### src/rtl/core/ypc_pkg.sv
// Package for the YMODEM packet classifier: control codes, packet type
// encoding, result struct and the byte-wide CRC-16 update.
// No dependencies.
package ypc_pkg;

  // Control characters seen at the head of a packet
  localparam logic [7:0] CODE_SOH = 8'h01;
  localparam logic [7:0] CODE_STX = 8'h02;
  localparam logic [7:0] CODE_EOT = 8'h04;
  localparam logic [7:0] CODE_ACK = 8'h06;
  localparam logic [7:0] CODE_NAK = 8'h15;
  localparam logic [7:0] CODE_CAN = 8'h18;
  localparam logic [7:0] CODE_REQ = 8'h43;

  // CRC-16 polynomial (x^16 + x^12 + x^5 + 1), MSB first
  localparam logic [15:0] CRC_POLY = 16'h1021;

  // Block number plus its complement must give this
  localparam logic [8:0] BLOCK_SUM = 9'h0ff;

  typedef enum logic [2:0] {
    PKT_INVALID = 3'd0,
    PKT_SOH     = 3'd1,
    PKT_STX     = 3'd2,
    PKT_EOT     = 3'd3,
    PKT_ACK     = 3'd4,
    PKT_NAK     = 3'd5,
    PKT_CAN     = 3'd6,
    PKT_REQ     = 3'd7
  } pkt_type_t;

  typedef struct packed {
    pkt_type_t  packet_type;
    logic [7:0] block_number;
  } ypc_result_t;

  // One byte into the CRC, eight shift steps unrolled
  function automatic logic [15:0] crc_feed(input logic [15:0] crc_in,
                                           input logic [7:0]  data);
    logic [15:0] crc;
    crc = crc_in ^ {data, 8'h00};
    for (int k = 0; k < 8; k++) begin
      if (crc[15]) begin
        crc = {crc[14:0], 1'b0} ^ CRC_POLY;
      end else begin
        crc = {crc[14:0], 1'b0};
      end
    end
    return crc;
  endfunction

  // Packet type of a command packet from its lead byte
  function automatic pkt_type_t command_type(input logic [7:0] c);
    pkt_type_t t;
    case (c)
      CODE_EOT: t = PKT_EOT;
      CODE_ACK: t = PKT_ACK;
      CODE_NAK: t = PKT_NAK;
      CODE_CAN: t = PKT_CAN;
      CODE_REQ: t = PKT_REQ;
      default:  t = PKT_INVALID;
    endcase
    return t;
  endfunction

endpackage

### src/rtl/core/ypc_classify.sv
// Per-packet tracking state and classification logic of the YMODEM
// packet classifier. Depends on ypc_pkg.
module ypc_classify import ypc_pkg::*; #(
  parameter int COMMAND_LIMIT = 128
) (
  input  logic        clk,
  input  logic        rst_n,
  input  logic        byte_fire,   // registered byte is consumed this cycle
  input  logic [7:0]  rx_byte,
  input  logic        last_byte,
  output ypc_result_t result       // valid when byte_fire && last_byte
);

  localparam int CW = $clog2(COMMAND_LIMIT + 1);
  localparam logic [CW-1:0] CNT_MAX   = CW'(COMMAND_LIMIT);
  localparam logic [CW-1:0] CNT_SHORT = CW'(COMMAND_LIMIT - 1);
  localparam logic [CW-1:0] POS_BLK   = CW'(1);
  localparam logic [CW-1:0] POS_CMP   = CW'(2);
  localparam logic [CW-1:0] POS_CRC   = CW'(5);

  logic [CW-1:0] cnt_r, cnt_nxt;
  logic [7:0]    lead_r, lead_nxt;
  logic [7:0]    blk_r, blk_nxt;
  logic [7:0]    cmp_r, cmp_nxt;
  logic          eq_r, eq_nxt;
  logic [15:0]   crc_r, crc_nxt;
  logic [7:0]    old_r, old_nxt;
  logic [7:0]    new_r, new_nxt;

  logic          first;
  logic [7:0]    lead;
  logic          eq_now;
  logic [15:0]   crc_fed;
  logic          data_ok;

  // Shared terms
  always_comb begin
    first   = (cnt_r == '0);
    lead    = first ? rx_byte : lead_r;
    eq_now  = eq_r & (first | (rx_byte == lead));
    crc_fed = crc_feed(crc_r, old_r);
    data_ok = (crc_fed == {new_r, rx_byte}) &&
              (({1'b0, blk_r} + {1'b0, cmp_r}) == BLOCK_SUM);
  end

  // Classification on the last byte
  always_comb begin
    result.packet_type  = PKT_INVALID;
    result.block_number = 8'h00;
    if (cnt_r < CNT_SHORT) begin
      if (eq_now) begin
        result.packet_type = command_type(lead);
      end
    end else if ((lead == CODE_SOH || lead == CODE_STX) && data_ok) begin
      result.packet_type  = (lead == CODE_SOH) ? PKT_SOH : PKT_STX;
      result.block_number = blk_r;
    end
  end

  // State update: header capture, delay line and CRC, or clear at packet end
  always_comb begin
    cnt_nxt  = cnt_r;
    lead_nxt = lead_r;
    blk_nxt  = blk_r;
    cmp_nxt  = cmp_r;
    eq_nxt   = eq_r;
    crc_nxt  = crc_r;
    old_nxt  = old_r;
    new_nxt  = new_r;
    if (byte_fire) begin
      if (last_byte) begin
        cnt_nxt  = '0;
        lead_nxt = 8'h00;
        blk_nxt  = 8'h00;
        cmp_nxt  = 8'h00;
        eq_nxt   = 1'b1;
        crc_nxt  = 16'h0000;
        old_nxt  = 8'h00;
        new_nxt  = 8'h00;
      end else begin
        eq_nxt = eq_now;
        if (first) begin
          lead_nxt = rx_byte;
        end else if (cnt_r == POS_BLK) begin
          blk_nxt = rx_byte;
        end else if (cnt_r == POS_CMP) begin
          cmp_nxt = rx_byte;
        end else begin
          if (cnt_r >= POS_CRC) begin
            crc_nxt = crc_fed;
          end
          old_nxt = new_r;
          new_nxt = rx_byte;
        end
        if (cnt_r < CNT_MAX) begin
          cnt_nxt = cnt_r + CW'(1);
        end
      end
    end
  end

  always_ff @(posedge clk) begin
    if (!rst_n) begin
      cnt_r  <= '0;
      lead_r <= 8'h00;
      blk_r  <= 8'h00;
      cmp_r  <= 8'h00;
      eq_r   <= 1'b1;
      crc_r  <= 16'h0000;
      old_r  <= 8'h00;
      new_r  <= 8'h00;
    end else begin
      cnt_r  <= cnt_nxt;
      lead_r <= lead_nxt;
      blk_r  <= blk_nxt;
      cmp_r  <= cmp_nxt;
      eq_r   <= eq_nxt;
      crc_r  <= crc_nxt;
      old_r  <= old_nxt;
      new_r  <= new_nxt;
    end
  end

endmodule

### src/rtl/core/ymodem_packet_classifier.sv
// A result reaches out_* from the accepted request carrying the last byte
// through the input register, then the result register.
// Throughput: one byte per cycle while not stalled; CRC: one unrolled byte step.
// in_tready drops only while a result waits in the result register and the
// registered byte is a last byte. Reset (rst_n low, synchronous) empties
// both registers and returns the packet state to the start of a packet.
// Top level of the YMODEM packet classifier. Depends on ypc_pkg, ypc_classify.
module ymodem_packet_classifier import ypc_pkg::*; #(
  parameter int COMMAND_LIMIT = 128
) (
  input  logic        clk,
  input  logic        rst_n,
  input  logic        in_tvalid,
  output logic        in_tready,
  input  logic [7:0]  in_tdata,   // [7:0] rx_byte
  input  logic        in_tlast,   // last_byte
  output logic        out_tvalid,
  input  logic        out_tready,
  output logic [15:0] out_tdata   // [2:0] packet_type, [10:3] block_number, zero fill
);

  logic        s1_valid_r, s1_valid_nxt;
  logic [7:0]  s1_byte_r;
  logic        s1_last_r;
  logic        s1_advance;
  logic        s1_fire;
  logic        out_valid_r, out_valid_nxt;
  ypc_result_t out_res_r;
  ypc_result_t res;

  // Handshake: a byte leaves stage 1 unless it is a last byte facing a full,
  // stalled result register
  always_comb begin
    s1_advance   = !s1_last_r || !out_valid_r || out_tready;
    s1_fire      = s1_valid_r && s1_advance;
    in_tready    = !s1_valid_r || s1_advance;
    s1_valid_nxt = (in_tvalid && in_tready) || (s1_valid_r && !s1_advance);
    if (s1_fire && s1_last_r) begin
      out_valid_nxt = 1'b1;
    end else if (out_tready) begin
      out_valid_nxt = 1'b0;
    end else begin
      out_valid_nxt = out_valid_r;
    end
  end

  // Input register
  always_ff @(posedge clk) begin
    if (!rst_n) begin
      s1_valid_r <= 1'b0;
    end else begin
      s1_valid_r <= s1_valid_nxt;
    end
    if (in_tvalid && in_tready) begin
      s1_byte_r <= in_tdata;
      s1_last_r <= in_tlast;
    end
  end

  ypc_classify #(
    .COMMAND_LIMIT (COMMAND_LIMIT)
  ) u_classify (
    .clk       (clk),
    .rst_n     (rst_n),
    .byte_fire (s1_fire),
    .rx_byte   (s1_byte_r),
    .last_byte (s1_last_r),
    .result    (res)
  );

  // Result register
  always_ff @(posedge clk) begin
    if (!rst_n) begin
      out_valid_r <= 1'b0;
    end else begin
      out_valid_r <= out_valid_nxt;
    end
    if (s1_fire && s1_last_r) begin
      out_res_r <= res;
    end
  end

  assign out_tvalid = out_valid_r;
  assign out_tdata  = {5'b00000, out_res_r.block_number, out_res_r.packet_type};

`ifndef ASSERT_OFF
  // Stage 1 only stalls behind a full, stalled result register
  a_stall_cause: assert property (@(posedge clk) disable iff (!rst_n)
    !in_tready |-> (out_tvalid && !out_tready))
    else $error("input stalled without a pending result");

  // A new result only follows a last byte leaving stage 1
  a_result_src: assert property (@(posedge clk) disable iff (!rst_n)
    $rose(out_tvalid) |-> $past(s1_valid_r && s1_last_r))
    else $error("result without a last byte");

  // Only data packets carry a block number
  a_blk_data: assert property (@(posedge clk) disable iff (!rst_n)
    (out_tvalid && out_res_r.block_number != 8'h00) |->
      (out_res_r.packet_type == PKT_SOH || out_res_r.packet_type == PKT_STX))
    else $error("block number on a command packet");
`endif

endmodule
### config.mk
export PLATFORM = sky130hd
export DESIGN_NAME = ymodem_packet_classifier
export DESIGN_NICKNAME = d
export VERILOG_FILES = /design/src/rtl/core/ypc_pkg.sv /design/src/rtl/core/ypc_classify.sv /design/src/rtl/core/ymodem_packet_classifier.sv
export SDC_FILE = /design/constraint.sdc
export NUM_CORES = 1
export LEC_CHECK = 0
export BUFFER_PORTS_ARGS = -buffer_cell sky130_fd_sc_hd__buf_2
export CAP_MARGIN = 30
export CORE_ASPECT_RATIO = 0.5
export CORE_UTILIZATION = 53
export CTS_CLUSTER_SIZE = 16
export DETAILED_ROUTE_END_ITERATION = 6
export HOLD_SLACK_MARGIN = 0.12
export PLACE_DENSITY = 0.71
export REMOVE_ABC_BUFFERS = 1
export SYNTH_ARGS = -nofsm -noshare
export SYNTH_HDL_FRONTEND = slang
export SYNTH_SLANG_ARGS = --single-unit
export TNS_END_PERCENT = 30
### constraint.sdc
create_clock -name clk -period 2.7 [get_ports clk]
set_input_delay 0.135 -clock clk [delete_from_list [all_inputs] [get_ports clk]]
set_output_delay 0.135 -clock clk [all_outputs]
set_load 0.01 [all_outputs]
# Yosys cells after proc, flatten, opt, wreduce, memory -nomap -nowiden
# Index checks and enable logic that the tools add are counted.
# word_totals
in_bits	13
output_inout_bits	18
register_bits	87
elab_cells	113
# classes
addsub	2
muxes	40
n_eq_ne	15
n_bitwise	12
reduce_logical	27
order_cmp	3
# op_table
cell	count
two-way mux 8 bit	19
two-way mux 13 bit	8
two-way mux 16 bit	5
NOT 3 bit	8
equality test 16 bit	1
equality test 8 x 1 -> 1 bit, second input constant	2
equality test 8 x 2 -> 1 bit, second input constant	2
equality test 8 x 3 -> 1 bit, second input constant	2
equality test 8 x 5 -> 1 bit, second input constant	2
bitwise XOR 16 bit	1
case mux 3 bit (5 select lines)	1
two-way mux 11 bit	1
nonzero test 2 bit	5
adder 8 x 8 -> 9 bit	1
equality test 9 x 8 -> 1 bit, second input constant	1
adder 8 x 1 -> 8 bit, second input constant	1
equality test 8 x 7 -> 1 bit, second input constant	1
equality test 8 bit	1
greater-or-equal comparator 8 x 3 -> 1 bit, second input constant	1
logical NOT 8 bit	1
< comparator 8 x 7 -> 1 bit, second input constant	1
< comparator 8 bit, second input constant	1
AND reduction 4 bit	2
logical AND 1 bit	6
13 further kinds	25

# Depth between registers and ports, before layout
# Gate-level depths: netlist of run 1.
# depth
word_depth	22
ltp_mapped	9
ltp_nobuf	9

# By module
# A second synthesis of run 1 with hierarchy kept.
# unflattened
cells_unflattened	504
hier_area_um2	4853.4
# modules_own_cells
mod	instances	cells_each	seq_area_each_um2	area_each_um2
ypc_classify	1	466	1301.2	4093.9
ymodem_packet_classifier	1	38	640.6	759.5

# Worst setup path before layout of run 1
# No wires, ideal clock.
# synth_path
path_kind	reg2reg
from	reg u_classify.blk_r[0]
to	reg out_res_r, in the netlist out_tdata[0], data pin
path_buffers	0
required_ns	2.512
period_less_slack_ns	2.454
slack_ns	0.246
path_stages_with_launch	10
setup_time_ns	0.188
t_arrival_ns	2.266
path_cell_list	dfxtp_1 -> ha_1 -> inv_1 -> fa_1 -> xor2_1 -> nor4b_1 -> o311ai_0 -> nor4b_4 -> nand2_1 -> o41ai_1
# synth_lines
element	line	rtl
from (decl)	ypc_classify.sv:23	logic [7:0] blk_r, blk_nxt;
from (signal assigned)	ypc_classify.sv:115	blk_r <= blk_nxt;
to (signal assigned)	ymodem_packet_classifier.sv:79	out_res_r <= res;
to (decl)	ymodem_packet_classifier.sv:28	ypc_result_t out_res_r;

# Final worst setup path of run 1
# layout_path
from	reg u_classify.cmp_r[0]
to	reg out_res_r, in the netlist out_tdata[6], data pin
# layout_via
elab_chain_cells	6
# layout_rtl
element	line	rtl
from (decl)	ypc_classify.sv:24	logic [7:0] cmp_r, cmp_nxt;
from (signal assigned)	ypc_classify.sv:116	cmp_r <= cmp_nxt;
adder 8 x 8 -> 9 bit	ypc_classify.sv:43	(({1'b0, blk_r} + {1'b0, cmp_r}) == BLOCK_SUM);
equality test 9 x 8 -> 1 bit	ypc_classify.sv:43	
logical AND 1 bit	ypc_classify.sv:42	data_ok = (crc_fed == {new_r, rx_byte}) &&
logical AND 1 bit	ypc_classify.sv:54	end else if ((lead == CODE_SOH || lead == CODE_STX) && data_ok) begin
NOT 1 bit (no source line)	n/a	
OR reduction 2 bit (no source line)	n/a	
# No other way between the ends.
# A chain may end at the register's enable or synchronous reset.

==> results.toml, run 1 <==
[outcome]
status = "finished, final reports clean"

[critical_path]
cp-end-kind = "flip-flop"
max_stage_delay_ps = 340
worstPathCellList = "ha_2 -> inv_1 -> fa_2 -> xor2_1 -> nor4b_2 -> o311ai_2 -> nor4b_4 -> nand4_4 -> buf_12 -> nor4_2"
rrSetupSlack_ps = 100
crit_start = "u_classify.cmp_r[0]$_SDFFE_PN0P_"
worst-path-max-fanout = 7
cp-start-kind = "flip-flop"
cp_top_family = "simple AND/OR/NAND/NOR gates"
reg2reg_depth = 10
r2r_end = "out_tdata[6]$_SDFFCE_PP0P_"
critical_path_buf_inv_count = 2
timing.rr.start = "u_classify.cmp_r[0]$_SDFFE_PN0P_"
arrival_ps = 2760
cp_data_required_time_ps = 2860
crit_slowest_cell = "dfxtp_1"
critical_path_class = "reg2reg"

[sta]
skew_ps = 5.95
hold_violations = 0
slew_viol_final = 0
tightest_slew_ps = 804
max_slew_margin = 0.460
finalSetupViolCount = 0
layout_min_cycle_time_ps = 2600
fmax_mhz = 384
finalCritPeriodShare = 0.963

[drt]
avgRoutedWirePerCell_um = 17.3
antenna_left = 0
vias_per_cell = 5.79
via_count = 3949
detail_route.drc_violations = 0
drtPass1Iterations = 5
routed_wl_um = 11800
drtIter0Drc = 289

[pwr]
ir_drop_mv = 0.295
powerDensity_nw_per_um2 = 478
leakagePower_nw = 2.04
total_power_mw = 2.75

[yosys]
syn_avg_cell_area_um2 = 9.68
syn_inst = 516
yosysWarnings = 0
synth_ff_type = "dfxtp_1"
synth.area.mux_share = 0.0421
synth_top_family_by_area = "simple AND/OR/NAND/NOR gates"
seq_area_frac_synth = 0.389
yosys.area_share.simple = 0.232
netlist_area_um2 = 4990
synthAdderAreaFrac = 0.0341
synth_xor_area_frac = 0.114
ys_seq_elements = 87
synth_compound_area_frac = 0.141
async_reset_ff_frac = 0
synth_edf_count = 20
ys_types = 68

[clock_tree]
cts_tree = "done"
clk_latency_ps = 340
numCtsBuffers = 9
ctsLongestPathBuffers = 2
htree_levels = 3
clkSlewWorstSetupHoldPaths_ps = 60
cts-root-buf = "clkbuf_16"
cts_sinks = 87

[final_layout]
finish.net_count = 586
drive_above_1_share = 0.173
n_fill_cell = 739
diodes = 0
finalNonFillerCells = 682
areaGrowthSynthToFinish_pct = 15.1
fin_util = 0.645

[grt]
grt_use_met3 = 0.0596
grt_max_degree = 44
grt_pass1_wl_um = 19100
grt_pass1_vias = 3718
top_usage_layer = "met2"
grt_use_met2 = 0.392
grt_use_total = 0.252
met1_usage = 0.354
grt_remaining_overflow = 0
antenna_found_initial = 0

[floorplanning]
fp-row-count = 24
pin_count = 31
start_util = 0.560
coreArea_um2 = 8920
die_height_um = 70.6
die_w_um = 139
fp.dieArea_um2 = 9840

[min_path]
hp-start = "out_tready"
hold_depth = 3
worstHoldEndpoint = "out_tvalid$_SDFFE_PN0P_"
hold_path_class = "in2reg"

[place]
placed_cells = 654
numPortBuffers = 25
hpwlAfterDp_um = 8200
gp_congestion = 0.927

[job]
max-cap-violations = 0
[power breakdown]
| group | internal, mW | switching [mW] | leakage (nW) | total, mW |
|---|---|---|---|---|
| registers | 1.35 | 0.0396 | 0.720 | 1.39 |
| clock network | 0.647 | 0.505 | 0.133 | 1.15 |
| logic | 0.0908 | 0.114 | 1.19 | 0.205 |
| total | 2.09 | 0.658 | 2.04 | 2.75 |
[worst max-delay path by stage]
stage,end,cells after the start,slack [ps]
after floorplan,u_classify.crc_r[4]$_SDFFE_PN0P_,7,200
after global placement,out_tdata[1]$_DFFE_PP_,9,150
after detailed placement,out_tdata[1]$_DFFE_PP_,9,-110
after CTS,out_tdata[1]$_DFFE_PP_,9,30
after global routing,out_tdata[6]$_SDFFCE_PP0P_,10,-50
final,out_tdata[6]$_SDFFCE_PP0P_,10,100
[cells by family (layout without fill, tap and decap cells)]
family	Yosys count	count (layout)
and+or+nand+nor	189	189
adders and majority gates	13	13
buffers and inverters	52	97
DFF	87	87
other	1	5
muxes	21	21
xor gates and xnor gates	57	57
AOI/OAI and AO/OA	96	96
[state kept, by name, summed over array words and instances, names as in the netlist]
name	cells
u_classify.lead_r	8
u_classify.crc_r	16
u_classify.cmp_r	8
u_classify.old_r	8
s1_valid_r	1
out_tvalid	1
s1_byte_r	8
u_classify.blk_r	8
out_tdata	11
u_classify.new_r	8
u_classify.eq_r	1
u_classify.cnt_r	8
s1_last_r	1
[cell usage after synthesis, types with 9 or more instances]
cell | count | area (um2)
nand3_1 | 9 | 45.0
edfxtp_1 | 20 | 601
o21ai_0 | 11 | 55.1
clkbuf_1 | 22 | 82.6
nor2_1 | 30 | 113
nor2b_1 | 63 | 394
dfxtp_1 | 67 | 1340
ha_1 | 12 | 150
mux2i_1 | 21 | 210
inv_1 | 20 | 75.1
xor2_1 | 20 | 175
xnor2_1 | 30 | 263
nor3_1 | 14 | 70.1
a22oi_1 | 40 | 300
nand2_1 | 20 | 75.1
[cell usage in the layout, fill, tap and decap left out, types with 20 or more instances in the layout]
cell type	n
dfxtp_1	66
xor2_1	20
buf_4	23
edfxtp_1	20
buf_2	25
nor2b_1	63
inv_1	20
xnor2_1	30
nor2_1	30
mux2i_1	21
a22oi_1	40
[metal layers]
| metal | share of wire | routed length (um) |
|---|---|---|
| met5 | 0 | 0 |
| met4 | 0.016 | 187 |
| met3 | 0.052 | 616 |
| met2 | 0.44 | 5150 |
| met1 | 0.49 | 5820 |
[per-stage QoR]
stage / cell area [um2] / hold WS, ps / worst slack, ps / TNS, ps
6_report: 5750 / 128 / 98.9 / 0
5_1_grt: 5750 / 129 / -46.8 / -46.8
3_3_place_gp: 5300 / 312 / 153 / 0
4_1_cts: 5690 / 128 / 32.4 / 0
3_5_place_dp: 5300 / 314 / -110 / -504
2_1_floorplan: 4850 / 207 / 201 / 0
[layout make-up]
cell class / instances / area (um2) / share of cell area
Clock buffer: 11 / 243 / 0.0422
Clock inverter: 5 / 33.8 / 0.00588
Inverter: 21 / 78.8 / 0.0137
Multi-Input combinational cell: 381 / 2880 / 0.501
Sequential cell: 87 / 1940 / 0.338
Tap cell: 117 / 146 / 0.0255
Timing Repair Buffer: 60 / 425 / 0.0740
[what timing repair did]
| item | 4_1_cts | 5_1_grt |
|---|---|---|
| hold buffers | 10 | 0 |
| pin swaps | 0 | 7 |
| cloned | 0 | 0 |
| gates resized for setup | 3 | 7 |
| setup endpoints to repair | 10 | 10 |
| endpoints found under the hold margin | 10 | 0 |
| buffers inserted | 0 | 1 |
[worst min-delay path: cells and delay by family]
family	cells	cell delay [ps]
compound gates	1	80
buf+inv	1	90
simple gates	1	110
Note: power is estimated with default switching activity, not from simulation.
==> run 2: changes to the inputs <==
--- a/config.mk
+++ b/config.mk
@@ -12,6 +12,7 @@
 export CTS_CLUSTER_SIZE = 16
 export DETAILED_ROUTE_END_ITERATION = 6
 export HOLD_SLACK_MARGIN = 0.12
+export MAX_ROUTING_LAYER = met4
 export PLACE_DENSITY = 0.71
 export REMOVE_ABC_BUFFERS = 1
 export SYNTH_ARGS = -nofsm -noshare
==> results.toml, run 2 (synthesized netlist as in run 1, its figures left out) <==
[critical_path]
critical_path_class = "reg2reg"
r2r_end = "out_tdata[7]$_SDFFCE_PP0P_"
cp-end-kind = "flip-flop"
arrival_ps = 2760
cp-start-kind = "flip-flop"
max_stage_delay_ps = 380
crit_slowest_cell = "nor4b_4"
worstPathCellList = "ha_4 -> inv_2 -> fa_2 -> xor2_1 -> nor4b_2 -> o311ai_2 -> nor4b_4 -> nand4_4 -> buf_4 -> nor4_2"
worst-path-max-fanout = 4
cp_data_required_time_ps = 2870
reg2reg_depth = 10
timing.rr.start = "u_classify.blk_r[0]$_SDFFE_PN0P_"
rrSetupSlack_ps = 110

[place]
placed_cells = 655
hpwlAfterDp_um = 8460
numPortBuffers = 25
gp_congestion = 0.917
placed_area_um2 = 5310
dp_slack_ps = -52.3

[grt]
grt_max_degree = 45
antenna_found_initial = 0
grt_pass1_wl_um = 19500
grt_remaining_overflow = 0
grt_use_total = 0.264
grt_pass1_vias = 3745

[clock_tree]
clkSlewWorstSetupHoldPaths_ps = 60
cts_tree = "done"
htree_levels = 3
clk_latency_ps = 340
cts-root-buf = "clkbuf_16"
ctsLongestPathBuffers = 2
cts_sinks = 87
numCtsBuffers = 9

[final_layout]
areaGrowthSynthToFinish_pct = 15.3
n_fill_cell = 763
multi_input_area_um2 = 2890
final_cell_mix = "65 x dfxtp_1, 63 x nor2b_1, 40 x a22oi_1"
finalNonFillerCells = 683
largest_register_ffs = 16
final_common_cell = "dfxtp_1"
register_area_um2 = 1940
final_area_um2 = 5760
diodes = 0
largest-register = "u_classify.crc_r"
finish.net_count = 587
drive_above_1_share = 0.177

[pwr]
leakagePower_nw = 2.06
ir_drop_mv = 0.321
powerDensity_nw_per_um2 = 477

[sta]
slew_viol_final = 0
rsz0062_at_grt = "true"
finalSetupViolCount = 0
layout_min_cycle_time_ps = 2590
layout_setup_ws_ps = 107
finalCritPeriodShare = 0.960
fmax_mhz = 386
skew_ps = 8.92
tightest_slew_ps = 979
max_slew_margin = 0.344
hold_violations = 0

[drt]
vias_per_cell = 5.81
drtPass1Iterations = 5
antenna_left = 0
detail_route.drc_violations = 0
avgRoutedWirePerCell_um = 17.6
routed_wl_um = 12000
drtIter0Drc = 237
via_count = 3969

[floorplanning]
start_util = 0.560
die_w_um = 139
die_height_um = 70.6
pin_count = 31
coreArea_um2 = 8920
fp.dieArea_um2 = 9840
fp-row-count = 24

[job]
max-cap-violations = 0

[outcome]
status = "finished, final reports clean"

[min_path]
hold_depth = 3
worstHoldEndpoint = "out_tvalid$_SDFFE_PN0P_"
hold_path_class = "in2reg"
hp-start = "out_tready"
[run 2: changes by cell type in the layout (fill, tap and decap cells not counted), sizes merged]
cell / change
clkinvlp: -1
buf: +2
[run 2: report_power, final]
part / switching (mW) / internal, mW
Sequential: 0.0360 / 1.35
Combinational: 0.118 / 0.0911
Clock: 0.505 / 0.646
[run 2: what timing repair did]
item	in CTS	in global routing
hold endpoints to repair	10	0
buffers inserted	0	2
setup endpoints to repair	10	10
hold buffers	10	0
pin swaps	1	7
gates resized for setup	3	11
[run 2: how the worst max path moves through the flow]
| stage | end | start | slack (ps) | cells after the start |
|---|---|---|---|---|
| 3_3_place_gp | out_tdata[1]$_DFFE_PP_ | u_classify.blk_r[0]$_SDFFE_PN0P_ | 150 | 9 |
| 2_1_floorplan | u_classify.crc_r[4]$_SDFFE_PN0P_ | u_classify.cnt_r[0]$_SDFFE_PN0P_ | 200 | 7 |
| 3_5_place_dp | out_tdata[0]$_DFFE_PP_ | u_classify.blk_r[0]$_SDFFE_PN0P_ | -50 | 9 |
| 4_1_cts | out_tdata[0]$_DFFE_PP_ | u_classify.blk_r[0]$_SDFFE_PN0P_ | 30 | 9 |
| 6_report | out_tdata[7]$_SDFFCE_PP0P_ | u_classify.blk_r[0]$_SDFFE_PN0P_ | 110 | 10 |
| 5_1_grt | out_tdata[7]$_SDFFCE_PP0P_ | u_classify.cmp_r[0]$_SDFFE_PN0P_ | -30 | 10 |
[run 2: through the flow]
| stage | hold WS [ps] | utilization | power [mW] | setup TNS (ps) |
|---|---|---|---|---|
| after CTS | 152 | 0.638 | 2.75 | 0 |
| after global placement | 313 | 0.595 | 1.61 | 0 |
| after floorplan | 207 | - | 1.53 | 0 |
| after global routing | 160 | 0.646 | 2.83 | -76.5 |
| after detailed placement | 313 | 0.595 | 1.61 | -135 |
| final | 149 | 0.646 | 2.75 | 0 |
[run 2: metal layers]
layer | part of all wire | up-vias | global-route usage
met5 | 0 | - | -
met4 | 0.0091 | 0 | 0.0568
met3 | 0.071 | 13 | 0.0636
met2 | 0.43 | 144 | 0.398
met1 | 0.49 | 1889 | 0.359
li1 | - | 1923 | -
[run 2: critical path, delay by kind of cell, from the launching register on]
kind                     cells  cell delay (ps)
AO/OA/AOI/OAI                1              190
XOR/XNOR                     1              190
adder cells (fa/ha/maj)      2              490
buffers and inverters        2              220
flip-flops                   1              360
AND/OR/NAND/NOR              4              970
[run 2: area by class of cell]
type | count | share of cell area
Clock inverter | 4 | 0.00413
Multi-Input combinational cell | 381 | 0.503
Sequential cell | 87 | 0.338
Inverter | 21 | 0.0137
Clock buffer | 12 | 0.0428
Tap cell | 117 | 0.0254
Timing Repair Buffer | 61 | 0.0737
